**src/rtl/core/wcs_pkg.sv**
```systemverilog
// Shared types and constants for the weighted confidence smoother.
package wcs_pkg;

  // Q1.15 unity and rounding offset.
  localparam logic [15:0] OneQ15    = 16'd32768;
  localparam logic [14:0] RoundHalf = 15'd16384;

  // Crest mapping: (crest - 1.25) / 4.5 as ((crest - 5120) * 16 + 4) / 9.
  localparam logic [15:0] CrestKnee   = 16'd5120;
  localparam logic [19:0] CrestSatNum = 20'd294912;
  localparam logic [18:0] RecipNine   = 19'd466034;
  localparam int unsigned RecipNineSh = 22;

  // RMS mapping: rms / 0.12 as (rms * 25 + 1) / 3.
  localparam logic [20:0] RmsMul      = 21'd25;
  localparam logic [20:0] RmsBias     = 21'd1;
  localparam logic [20:0] RmsSatNum   = 21'd98304;
  localparam logic [16:0] RecipThree  = 17'd87382;
  localparam int unsigned RecipThreeSh = 18;

  // Stereo mapping: 1 - 0.65 * mono as 32768 - (mono * 13 + 10) / 20.
  localparam logic [19:0] MonoMul      = 20'd13;
  localparam logic [19:0] MonoBias     = 20'd10;
  localparam logic [19:0] MonoZeroNum  = 20'd655360;
  localparam logic [17:0] RecipFive    = 18'd209716;
  localparam int unsigned RecipFiveSh  = 20;

  // Q1.15 feature weights; they sum to one.
  localparam logic [13:0] WeightQuality = 14'd15073;
  localparam logic [13:0] WeightCrest   = 14'd7209;
  localparam logic [13:0] WeightRms     = 14'd5898;
  localparam logic [13:0] WeightStereo  = 14'd4588;

  // Recording modes. The fourth code behaves as studio.
  typedef enum logic [1:0] {
    ModeStudio    = 2'd0,
    ModeLive      = 2'd1,
    ModePhone     = 2'd2,
    ModeStudioAlt = 2'd3
  } wcs_mode_e;

  // Configuration register indexes.
  typedef enum logic {
    CfgAlphaDefault = 1'b0,
    CfgAlphaPhone   = 1'b1
  } wcs_cfg_e;

  // One classified frame as it travels from the front to the back.
  typedef struct packed {
    logic [15:0] quality;
    logic [15:0] crest;
    logic [15:0] rms;
    logic [15:0] stereo;
    wcs_mode_e   mode;
  } wcs_item_t;

  // Q1.15 gain applied for each recording mode.
  function automatic logic [15:0] mode_scale(input wcs_mode_e mode);
    logic [15:0] scale;
    case (mode)
      ModeStudio:    scale = 16'd32768;
      ModeLive:      scale = 16'd28836;
      ModePhone:     scale = 16'd24248;
      ModeStudioAlt: scale = 16'd32768;
      default:       scale = 16'd32768;
    endcase
    return scale;
  endfunction

endpackage

```
**src/rtl/core/wcs_front.sv**
```systemverilog
// Front end: accepts frames and maps each feature to a clamped Q1.15 partial.
module wcs_front (
  input  logic               clk_i,
  input  logic               rst_ni,
  input  logic               push_i,
  input  logic [15:0]        crest_i,
  input  logic [15:0]        rms_level_i,
  input  logic [15:0]        mono_score_i,
  input  logic signed [16:0] quality_i,
  input  logic [1:0]         recording_mode_i,
  output logic               full_o,
  input  logic               q_full_i,
  output logic               item_valid_o,
  output wcs_pkg::wcs_item_t item_o
);
  import wcs_pkg::*;

  // Prepared numerators held between the two front stages.
  logic        valid_q;
  logic        crest_low_q;
  logic [19:0] crest_num_q;
  logic [20:0] rms_num_q;
  logic [19:0] mono_num_q;
  logic [15:0] quality_q;
  wcs_mode_e   mode_q;

  logic        take;
  logic        advance;
  logic [15:0] crest_diff;
  logic [15:0] quality_d;
  logic [37:0] crest_prod;
  logic [33:0] rms_prod;
  logic [35:0] mono_prod;
  logic [15:0] crest_part;
  logic [15:0] rms_part;
  logic [15:0] stereo_part;

  // The held frame moves on when the queue has room; a new one enters behind it.
  assign advance = valid_q && !q_full_i;
  assign full_o  = valid_q && q_full_i;
  assign take    = push_i && !full_o;

  // Negative quality reads as zero, anything above one as one.
  assign crest_diff = crest_i - CrestKnee;
  always_comb begin
    if (quality_i[16]) begin
      quality_d = 16'd0;
    end else if (quality_i[15:0] > OneQ15) begin
      quality_d = OneQ15;
    end else begin
      quality_d = quality_i[15:0];
    end
  end

  // First stage: numerators of the constant divisions.
  always_ff @(posedge clk_i or negedge rst_ni) begin
    if (!rst_ni) begin
      valid_q <= 1'b0;
    end else if (take) begin
      valid_q <= 1'b1;
    end else if (advance) begin
      valid_q <= 1'b0;
    end
  end

  always_ff @(posedge clk_i) begin
    if (take) begin
      crest_low_q <= (crest_i <= CrestKnee);
      crest_num_q <= {crest_diff, 4'b0100};
      rms_num_q   <= {5'd0, rms_level_i} * RmsMul + RmsBias;
      mono_num_q  <= {4'd0, mono_score_i} * MonoMul + MonoBias;
      quality_q   <= quality_d;
      mode_q      <= wcs_mode_e'(recording_mode_i);
    end
  end

  // Second stage: divisions by reciprocal multiplication, exact below saturation.
  assign crest_prod = 38'(crest_num_q[18:0]) * 38'(RecipNine);
  assign rms_prod   = 34'(rms_num_q[16:0]) * 34'(RecipThree);
  assign mono_prod  = 36'(mono_num_q[19:2]) * 36'(RecipFive);

  always_comb begin
    if (crest_low_q) begin
      crest_part = 16'd0;
    end else if (crest_num_q >= CrestSatNum) begin
      crest_part = OneQ15;
    end else begin
      crest_part = crest_prod[RecipNineSh +: 16];
    end

    if (rms_num_q >= RmsSatNum) begin
      rms_part = OneQ15;
    end else begin
      rms_part = rms_prod[RecipThreeSh +: 16];
    end

    // Dividing by 20 is a shift by two and a division by five.
    if (mono_num_q >= MonoZeroNum) begin
      stereo_part = 16'd0;
    end else begin
      stereo_part = OneQ15 - mono_prod[RecipFiveSh +: 16];
    end
  end

  assign item_valid_o   = advance;
  assign item_o.quality = quality_q;
  assign item_o.crest   = crest_part;
  assign item_o.rms     = rms_part;
  assign item_o.stereo  = stereo_part;
  assign item_o.mode    = mode_q;

endmodule

```
**src/rtl/core/wcs_fifo.sv**
```systemverilog
// Small register queue that decouples the front end from the back end.
module wcs_fifo #(
  parameter int unsigned Depth = 2
) (
  input  logic               clk_i,
  input  logic               rst_ni,
  input  logic               wr_en_i,
  input  wcs_pkg::wcs_item_t wr_data_i,
  output logic               full_o,
  input  logic               rd_en_i,
  output logic               empty_o,
  output wcs_pkg::wcs_item_t rd_data_o
);
  import wcs_pkg::*;

  localparam int unsigned PtrW = (Depth > 1) ? $clog2(Depth) : 1;
  localparam int unsigned CntW = $clog2(Depth + 1);
  localparam logic [PtrW-1:0] LastPtr = PtrW'(Depth - 1);
  localparam logic [CntW-1:0] FullCnt = CntW'(Depth);

  wcs_item_t       mem_q [Depth];
  logic [PtrW-1:0] wr_ptr_q;
  logic [PtrW-1:0] rd_ptr_q;
  logic [CntW-1:0] count_q;
  logic            do_wr;
  logic            do_rd;

  assign full_o    = (count_q == FullCnt);
  assign empty_o   = (count_q == '0);
  assign do_wr     = wr_en_i && !full_o;
  assign do_rd     = rd_en_i && !empty_o;
  assign rd_data_o = mem_q[rd_ptr_q];

  // Pointers wrap at the last entry; the count tracks occupancy.
  always_ff @(posedge clk_i or negedge rst_ni) begin
    if (!rst_ni) begin
      wr_ptr_q <= '0;
      rd_ptr_q <= '0;
      count_q  <= '0;
    end else begin
      if (do_wr) begin
        wr_ptr_q <= (wr_ptr_q == LastPtr) ? '0 : wr_ptr_q + 1'b1;
      end
      if (do_rd) begin
        rd_ptr_q <= (rd_ptr_q == LastPtr) ? '0 : rd_ptr_q + 1'b1;
      end
      if (do_wr && !do_rd) begin
        count_q <= count_q + 1'b1;
      end else if (do_rd && !do_wr) begin
        count_q <= count_q - 1'b1;
      end
    end
  end

  // Entry storage.
  always_ff @(posedge clk_i) begin
    if (do_wr) begin
      mem_q[wr_ptr_q] <= wr_data_i;
    end
  end

endmodule

```
**src/rtl/core/wcs_back.sv**
```systemverilog
// Back end: weighted sum, mode scaling and the one-pole smoother.
module wcs_back (
  input  logic               clk_i,
  input  logic               rst_ni,
  input  logic               item_valid_i,
  input  wcs_pkg::wcs_item_t item_i,
  output logic               item_pop_o,
  input  logic [15:0]        alpha_default_i,
  input  logic [15:0]        alpha_phone_i,
  output logic               res_valid_o,
  output logic [15:0]        res_o,
  input  logic               res_pop_i
);
  import wcs_pkg::*;

  typedef enum logic [2:0] {
    StIdle,
    StSum,
    StScale,
    StTarget,
    StBlend,
    StMix
  } state_e;

  state_e      state_q;
  logic [15:0] smoothed_q;
  logic        res_valid_q;
  logic [15:0] res_q;
  wcs_mode_e   mode_q;
  logic [29:0] prod_quality_q;
  logic [29:0] prod_crest_q;
  logic [29:0] prod_rms_q;
  logic [29:0] prod_stereo_q;
  logic [15:0] sum_q;
  logic [31:0] scaled_q;
  logic [15:0] target_q;
  logic [31:0] keep_q;
  logic [31:0] fresh_q;

  logic        slot_free;
  logic        finish;
  logic        load;
  logic [30:0] sum_total;
  logic [15:0] sum_d;
  logic [32:0] target_total;
  logic [15:0] target_d;
  logic [15:0] alpha_raw;
  logic [15:0] alpha;
  logic [31:0] mix_total;
  logic [15:0] mix_d;

  // The result slot frees up when the waiting result is taken.
  assign slot_free  = !res_valid_q || res_pop_i;
  assign finish     = (state_q == StMix) && slot_free;
  assign load       = item_valid_i && ((state_q == StIdle) || finish);
  assign item_pop_o = load;

  // Rounded weighted sum, clamped to one.
  assign sum_total = 31'(prod_quality_q) + 31'(prod_crest_q) + 31'(prod_rms_q)
                   + 31'(prod_stereo_q) + 31'(RoundHalf);
  assign sum_d     = (sum_total[30:15] > OneQ15) ? OneQ15 : sum_total[30:15];

  // Rounded mode-scaled target, clamped to one.
  assign target_total = {1'b0, scaled_q} + 33'(RoundHalf);
  assign target_d     = (target_total[32:15] > 18'(OneQ15)) ? OneQ15
                                                            : target_total[30:15];

  // Phone mode has its own smoothing factor; factors above one act as one.
  assign alpha_raw = (mode_q == ModePhone) ? alpha_phone_i : alpha_default_i;
  assign alpha     = (alpha_raw > OneQ15) ? OneQ15 : alpha_raw;

  // Rounded blend of the previous level and the target.
  assign mix_total = keep_q + fresh_q + 32'(RoundHalf);
  assign mix_d     = (mix_total[31:15] > 17'(OneQ15)) ? OneQ15 : mix_total[30:15];

  // Sequencer with its registered outputs and smoother state.
  always_ff @(posedge clk_i or negedge rst_ni) begin
    if (!rst_ni) begin
      state_q     <= StIdle;
      smoothed_q  <= 16'd0;
      res_valid_q <= 1'b0;
      res_q       <= 16'd0;
    end else begin
      // A new result replaces the one taken in the same cycle.
      if (finish) begin
        smoothed_q  <= mix_d;
        res_q       <= mix_d;
        res_valid_q <= 1'b1;
      end else if (res_pop_i) begin
        res_valid_q <= 1'b0;
      end
      case (state_q)
        StIdle: begin
          if (load) begin
            state_q <= StSum;
          end
        end
        StSum:    state_q <= StScale;
        StScale:  state_q <= StTarget;
        StTarget: state_q <= StBlend;
        StBlend:  state_q <= StMix;
        StMix: begin
          if (finish) begin
            state_q <= load ? StSum : StIdle;
          end
        end
        default: state_q <= StIdle;
      endcase
    end
  end

  // Datapath registers, one multiply stage at a time.
  always_ff @(posedge clk_i) begin
    if (load) begin
      mode_q         <= item_i.mode;
      prod_quality_q <= 30'(item_i.quality) * 30'(WeightQuality);
      prod_crest_q   <= 30'(item_i.crest) * 30'(WeightCrest);
      prod_rms_q     <= 30'(item_i.rms) * 30'(WeightRms);
      prod_stereo_q  <= 30'(item_i.stereo) * 30'(WeightStereo);
    end
    if (state_q == StSum) begin
      sum_q <= sum_d;
    end
    if (state_q == StScale) begin
      scaled_q <= 32'(sum_q) * 32'(mode_scale(mode_q));
    end
    if (state_q == StTarget) begin
      target_q <= target_d;
    end
    if (state_q == StBlend) begin
      keep_q  <= 32'(alpha) * 32'(smoothed_q);
      fresh_q <= 32'(OneQ15 - alpha) * 32'(target_q);
    end
  end

  assign res_valid_o = res_valid_q;
  assign res_o       = res_q;

endmodule

```
**src/rtl/core/weighted_confidence_smoother_unit.sv**
```systemverilog
// A frame passes the front-end stage register and the queue, then the back-end sequencer's
//   sum, scale, target, blend and mix steps, and its result waits in an output register.
// The back end takes a new frame only as it finishes the last; the front end and the queue
//   run ahead while it works, and a result not yet taken holds it in its last step.
// Reset clears the smoothed level to zero, empties the queue and loads the default
//   smoothing factors (31344 for studio and live, 31812 for phone).
module weighted_confidence_smoother_unit #(
  parameter int unsigned QueueDepth = 2
) (
  input  logic               clk_i,
  input  logic               rst_ni,
  // Frame input.
  input  logic               push,
  output logic               full,
  input  logic [15:0]        crest_i,
  input  logic [15:0]        rms_level_i,
  input  logic [15:0]        mono_score_i,
  input  logic signed [16:0] quality_i,
  input  logic [1:0]         recording_mode_i,
  // Result output.
  output logic               empty,
  input  logic               pop,
  output logic [15:0]        confidence_o,
  // Configuration writes.
  input  logic               cfg_we_i,
  input  logic               cfg_idx_i,
  input  logic [15:0]        cfg_wdata_i
);
  import wcs_pkg::*;

  logic        front_valid;
  wcs_item_t   front_item;
  logic        q_full;
  logic        q_empty;
  wcs_item_t   q_item;
  logic        q_pop;
  logic [15:0] alpha_default_q;
  logic [15:0] alpha_phone_q;
  logic        res_valid;

  // Smoothing factor registers.
  always_ff @(posedge clk_i or negedge rst_ni) begin
    if (!rst_ni) begin
      alpha_default_q <= 16'd31344;
      alpha_phone_q   <= 16'd31812;
    end else if (cfg_we_i) begin
      case (wcs_cfg_e'(cfg_idx_i))
        CfgAlphaDefault: alpha_default_q <= cfg_wdata_i;
        CfgAlphaPhone:   alpha_phone_q   <= cfg_wdata_i;
        default:         alpha_default_q <= alpha_default_q;
      endcase
    end
  end

  wcs_front u_front (
    .clk_i            (clk_i),
    .rst_ni           (rst_ni),
    .push_i           (push),
    .crest_i          (crest_i),
    .rms_level_i      (rms_level_i),
    .mono_score_i     (mono_score_i),
    .quality_i        (quality_i),
    .recording_mode_i (recording_mode_i),
    .full_o           (full),
    .q_full_i         (q_full),
    .item_valid_o     (front_valid),
    .item_o           (front_item)
  );

  wcs_fifo #(
    .Depth (QueueDepth)
  ) u_fifo (
    .clk_i     (clk_i),
    .rst_ni    (rst_ni),
    .wr_en_i   (front_valid),
    .wr_data_i (front_item),
    .full_o    (q_full),
    .rd_en_i   (q_pop),
    .empty_o   (q_empty),
    .rd_data_o (q_item)
  );

  wcs_back u_back (
    .clk_i           (clk_i),
    .rst_ni          (rst_ni),
    .item_valid_i    (!q_empty),
    .item_i          (q_item),
    .item_pop_o      (q_pop),
    .alpha_default_i (alpha_default_q),
    .alpha_phone_i   (alpha_phone_q),
    .res_valid_o     (res_valid),
    .res_o           (confidence_o),
    .res_pop_i       (pop && res_valid)
  );

  assign empty = !res_valid;

endmodule
```
**config.mk**
```make
export PLATFORM = sky130hd
export DESIGN_NAME = weighted_confidence_smoother_unit
export DESIGN_NICKNAME = d
export VERILOG_FILES = /design/src/rtl/core/wcs_pkg.sv /design/src/rtl/core/wcs_front.sv /design/src/rtl/core/wcs_fifo.sv /design/src/rtl/core/wcs_back.sv /design/src/rtl/core/weighted_confidence_smoother_unit.sv
export SDC_FILE = /design/constraint.sdc
export NUM_CORES = 2
export LEC_CHECK = 0
export ABC_AREA = 1
export BUFFER_PORTS_ARGS = -buffer_cell sky130_fd_sc_hd__buf_2
export CORE_MARGIN = 8
export CORE_UTILIZATION = 55
export CTS_CLUSTER_DIAMETER = 80
export DETAILED_ROUTE_END_ITERATION = 8
export PLACE_DENSITY = 0.68
export SKIP_CTS_REPAIR_TIMING = 1
export SYNTH_ARGS = -nofsm -noshare
export SYNTH_HDL_FRONTEND = slang
export SYNTH_SLANG_ARGS = --single-unit
```
**constraint.sdc**
```tcl
create_clock -name clk_i -period 10.5 [get_ports clk_i]
set_input_delay 0 -clock clk_i [delete_from_list [all_inputs] [get_ports clk_i]]
set_output_delay 0 -clock clk_i [all_outputs]
set_load 0.02 [all_outputs]
```
==> impl_summary.log <==
[metrics] failing checks: DRC, hold timing
[metrics] fraction of the yosys area taken by sequential cells: 18.0%
[metrics] number of setup violations in the final report: 0
[metrics] Total Neg Setup Slack: 0 ns
[metrics] Clock Sink Count: 495
[metrics] Worst Path Max Fanout: 17
[metrics] cell count after placement: 11200
[metrics] Clock Root Buffer: clkbuf_16
[metrics] post-synth cell types: 66
[metrics] total track usage: 26.1%
[metrics] proportion of layout cells with a drive suffix above 1: 3.98%
[metrics] slowest stage cell on the critical path: ha_1
[metrics] Hold WC Path Type: primary input to flip-flop
[metrics] crit path time final: 9.54 ns
[metrics] non-filler cells, final: 11400
[metrics] delay of the slowest cell on the worst path: 0.73 ns
[metrics] Post-Syn Nets: 11700
[metrics] data arrival time of the critical path: 9.96 ns
[metrics] kind of critical path: flip-flop to flip-flop
[metrics] number of flops mapped to enable cells by yosys: 438
[metrics] Die H: 400 um
[metrics] DRT iter0 DRCs: 3866
[metrics] max-cap viol count: 0
[metrics] deepest level of the CTS H-tree: 3
[metrics] worst slew margin relative to its limit: 17.7%
[metrics] vias in the first global route: 62800
[metrics] register clock-pin slew on the reported worst setup and hold paths: 0.06 ns
[metrics] startpoint kind of the worst setup timing path: flip-flop
[metrics] Post-synth top flop: edfxtp_1
[metrics] worst slack on hold paths: -0.00121 ns
[metrics] Area contributors post-synth: fa_1 (28%), ha_1 (20%), edfxtp_1 (16%)
[metrics] top cell type's share of synthesized area: 28.3%
[metrics] global-route congestion overflow total: 0
[metrics] top cell type by total area after synthesis: fa_1
[metrics] detail-routed net length per standard cell: 18.1 um
[metrics] clk_lat worst skew: 0.69 ns
[metrics] number of buffers and inverters on the critical path: 8
[metrics] Final #Nets: 11900
[metrics] outcome: complete, but fails checks
[metrics] remaining routing DRC violations: 5
[metrics] Initial Util: 55.2%
[metrics] maximum clock insertion buffer count: 3
[metrics] number of antenna violations at the first check in global routing: 0
[metrics] largest delay contributor family on the critical path: adder cells
[metrics] post-route ant nets: 0
[metrics] placeable core area: 147000 um2
[metrics] synth warn: 0
[metrics] final worst-path cycle share: 90.8%
[metrics] total of buffers placed on input and output ports: 106
[metrics] number of synthesized register bits: 495
[metrics] total clock buffers created by CTS: 69
[metrics] Post-Route WL: 206000 um
[metrics] slew at the pin closest to its max-slew limit: 1.23 ns
[metrics] summed instance area of the synthesized netlist: 81200 um2
[metrics] TritonCTS clock tree: yes
[metrics] relative area change from synthesis to final layout: 7.22%
[metrics] pin count of the biggest net entering global routing: 77
[metrics] routed via count divided by cell count: 5.29
[metrics] worst endpoint required time: 10.93 ns
[metrics] Max Clock Freq: 0.105 GHz
[metrics] overall die area: 160000 um2
[metrics] Placer Congestion: 0.964
[metrics] detailed-router iteration count before antenna repair: 9
[metrics] setup repair after global routing missed its margin: no
[metrics] per-instance average area after synthesis: 8.82 um2
[metrics] IO Pins: 107
[metrics] count of inserted antenna diode cells: 0
[metrics] Mapped Cells: 9201
[metrics] Slew Limit Fails: 0
[metrics] final hold violation count: 1
[metrics] number of core rows: 141
[metrics] share of flip-flops with an asynchronous set or reset: 11.5%
[metrics] global-route wire length before repair: 331000 um
[metrics] detailed-route via count: 60100
[metrics] detailed placement HPWL: 176000 um
[metrics] Die X: 400 um
[metrics] clock skew after layout: 0.0511 ns
[metrics] sort of element at the end of the critical path: flip-flop
-- Yosys cell counts (9+ instances only) --
cell type,number
inv_1,2281
nand2_1,1612
ha_1,1298
fa_1,1146
nor2_1,644
edfxtp_1,438
a21oi_1,419
o21ai_0,261
nand3_1,243
xor2_1,172
xnor2_1,87
clkbuf_1,83
nand4_1,68
nor3_1,60
dfrtp_1,42
o21bai_1,30
or2_2,29
a21o_1,25
nor4_1,22
a31oi_1,18
nor2_2,18
dfstp_2,15
nand2_2,15
inv_2,13
a21boi_0,12
o31ai_1,11
buf_2,10
o21a_1,10
a211oi_1,9
a221oi_1,9
clkinv_1,9
nand3b_1,9
o211ai_1,9
-- path summary, 6_finish.rpt --
| kind | startpoint | end | slack [ns] | cells past startpoint |
|---|---|---|---|---|
| max | u_back.mode_q[0]$_DFFE_PP_ | u_back.fresh_q[30]$_DFFE_PP_ | 0.96 | 35 |
| min | quality_i[15] | u_front.quality_q[8]$_SDFFCE_PP0P_ | -0.001 | 3 |
| max reg2reg | u_back.mode_q[0]$_DFFE_PP_ | u_back.fresh_q[30]$_DFFE_PP_ | 0.96 | 35 |
| min reg2reg | u_front.quality_q[1]$_SDFFCE_PP0P_ | u_fifo.mem_q[0][51]$_DFFE_PP_ | 0.45 | 0 |
| max in group asynchronous | rst_ni | alpha_default_q[3]$_DFFE_PN0P_ | 9.82 | 2 |
| min in group asynchronous | rst_ni | u_fifo.rd_ptr_q$_DFFE_PN0P_ | 0.03 | 2 |
-- tightest hold or removal path, cell delays in order --
cell    delay, ns
buf_2        0.11
a21o_1       0.30
nor2_1       0.14
-- cell type report --
cell class              count  area [um2]
repair buffers            206        1460
inverters                2305        8660
multi-input cells        6294       57500
clock buffers              83        1860
clock inverters            43         556
fillers                 13100       60100
flip-flops and latches    495       14600
well taps                1930        2410
-- metrics by stage --
stage	hold WS, ns	setup slack, ns	instance area (um2)	utilization, %
6_report	-0.00121	0.964	87000	59.1
5_1_grt	0.0135	0.452	87000	59.1
4_1_cts	-0.556	1.09	86300	58.7
3_5_place_dp	0.181	1.10	83900	57.0
3_3_place_gp	0.177	1.32	83900	57.0
2_1_floorplan	-0.296	2.76	81200	-
-- layout by cell type, fill, tap and decap left out, drive strengths merged, types with 15 or more instances in the layout --
| cell type | instances |
|---|---|
| clkinv | 32 |
| dfstp | 15 |
| xnor2 | 87 |
| fa | 1146 |
| edfxtp | 438 |
| inv | 2305 |
| xor2 | 173 |
| a21oi | 419 |
| nand3 | 246 |
| ha | 1298 |
| nand2 | 1636 |
| dfrtp | 42 |
| nor3 | 62 |
| a21o | 25 |
| clkbuf | 83 |
| o21bai | 30 |
| or2 | 30 |
| nor2 | 666 |
| buf | 136 |
| a31oi | 18 |
| dlygate4sd3 | 70 |
| nand4 | 69 |
| o21ai | 266 |
| nor4 | 22 |
-- state kept, by name, summed over array words and instances (netlist names), 16 cells and up --
signal / count
u_front.rms_num_q: 21
u_back.scaled_q: 18
u_front.crest_num_q: 16
u_back.target_q: 16
alpha_default_q: 16
u_back.prod_rms_q: 28
u_back.keep_q: 32
alpha_phone_q: 16
u_back.prod_crest_q: 29
u_back.res_o: 16
u_back.prod_stereo_q: 27
u_fifo.mem_q: 132
u_front.quality_q: 16
u_back.fresh_q: 32
u_front.mono_num_q: 20
u_back.prod_quality_q: 30
u_back.sum_q: 16
-- logic make-up after synthesis --
logic type / share of synthesized area (%)
simple gates: 14.0
fa+ha+maj: 48.3
buf+inv: 11.3
compound gates: 5.61
flops: 18.0
xor+xnor: 2.86
-- metal layers --
layer | wire length, um | GRT usage, % | vias to the layer above
met5 | 0 | 0 | -
met4 | 7640 | 8.54 | 0
met3 | 10300 | 3.37 | 362
met2 | 101000 | 45.8 | 1607
met1 | 86600 | 33.4 | 29200
li1 | - | - | 28900
Power is left out: the tool's default activity adds up to more than one toggle a clock period on the data nets, which glitch-free logic cannot reach.
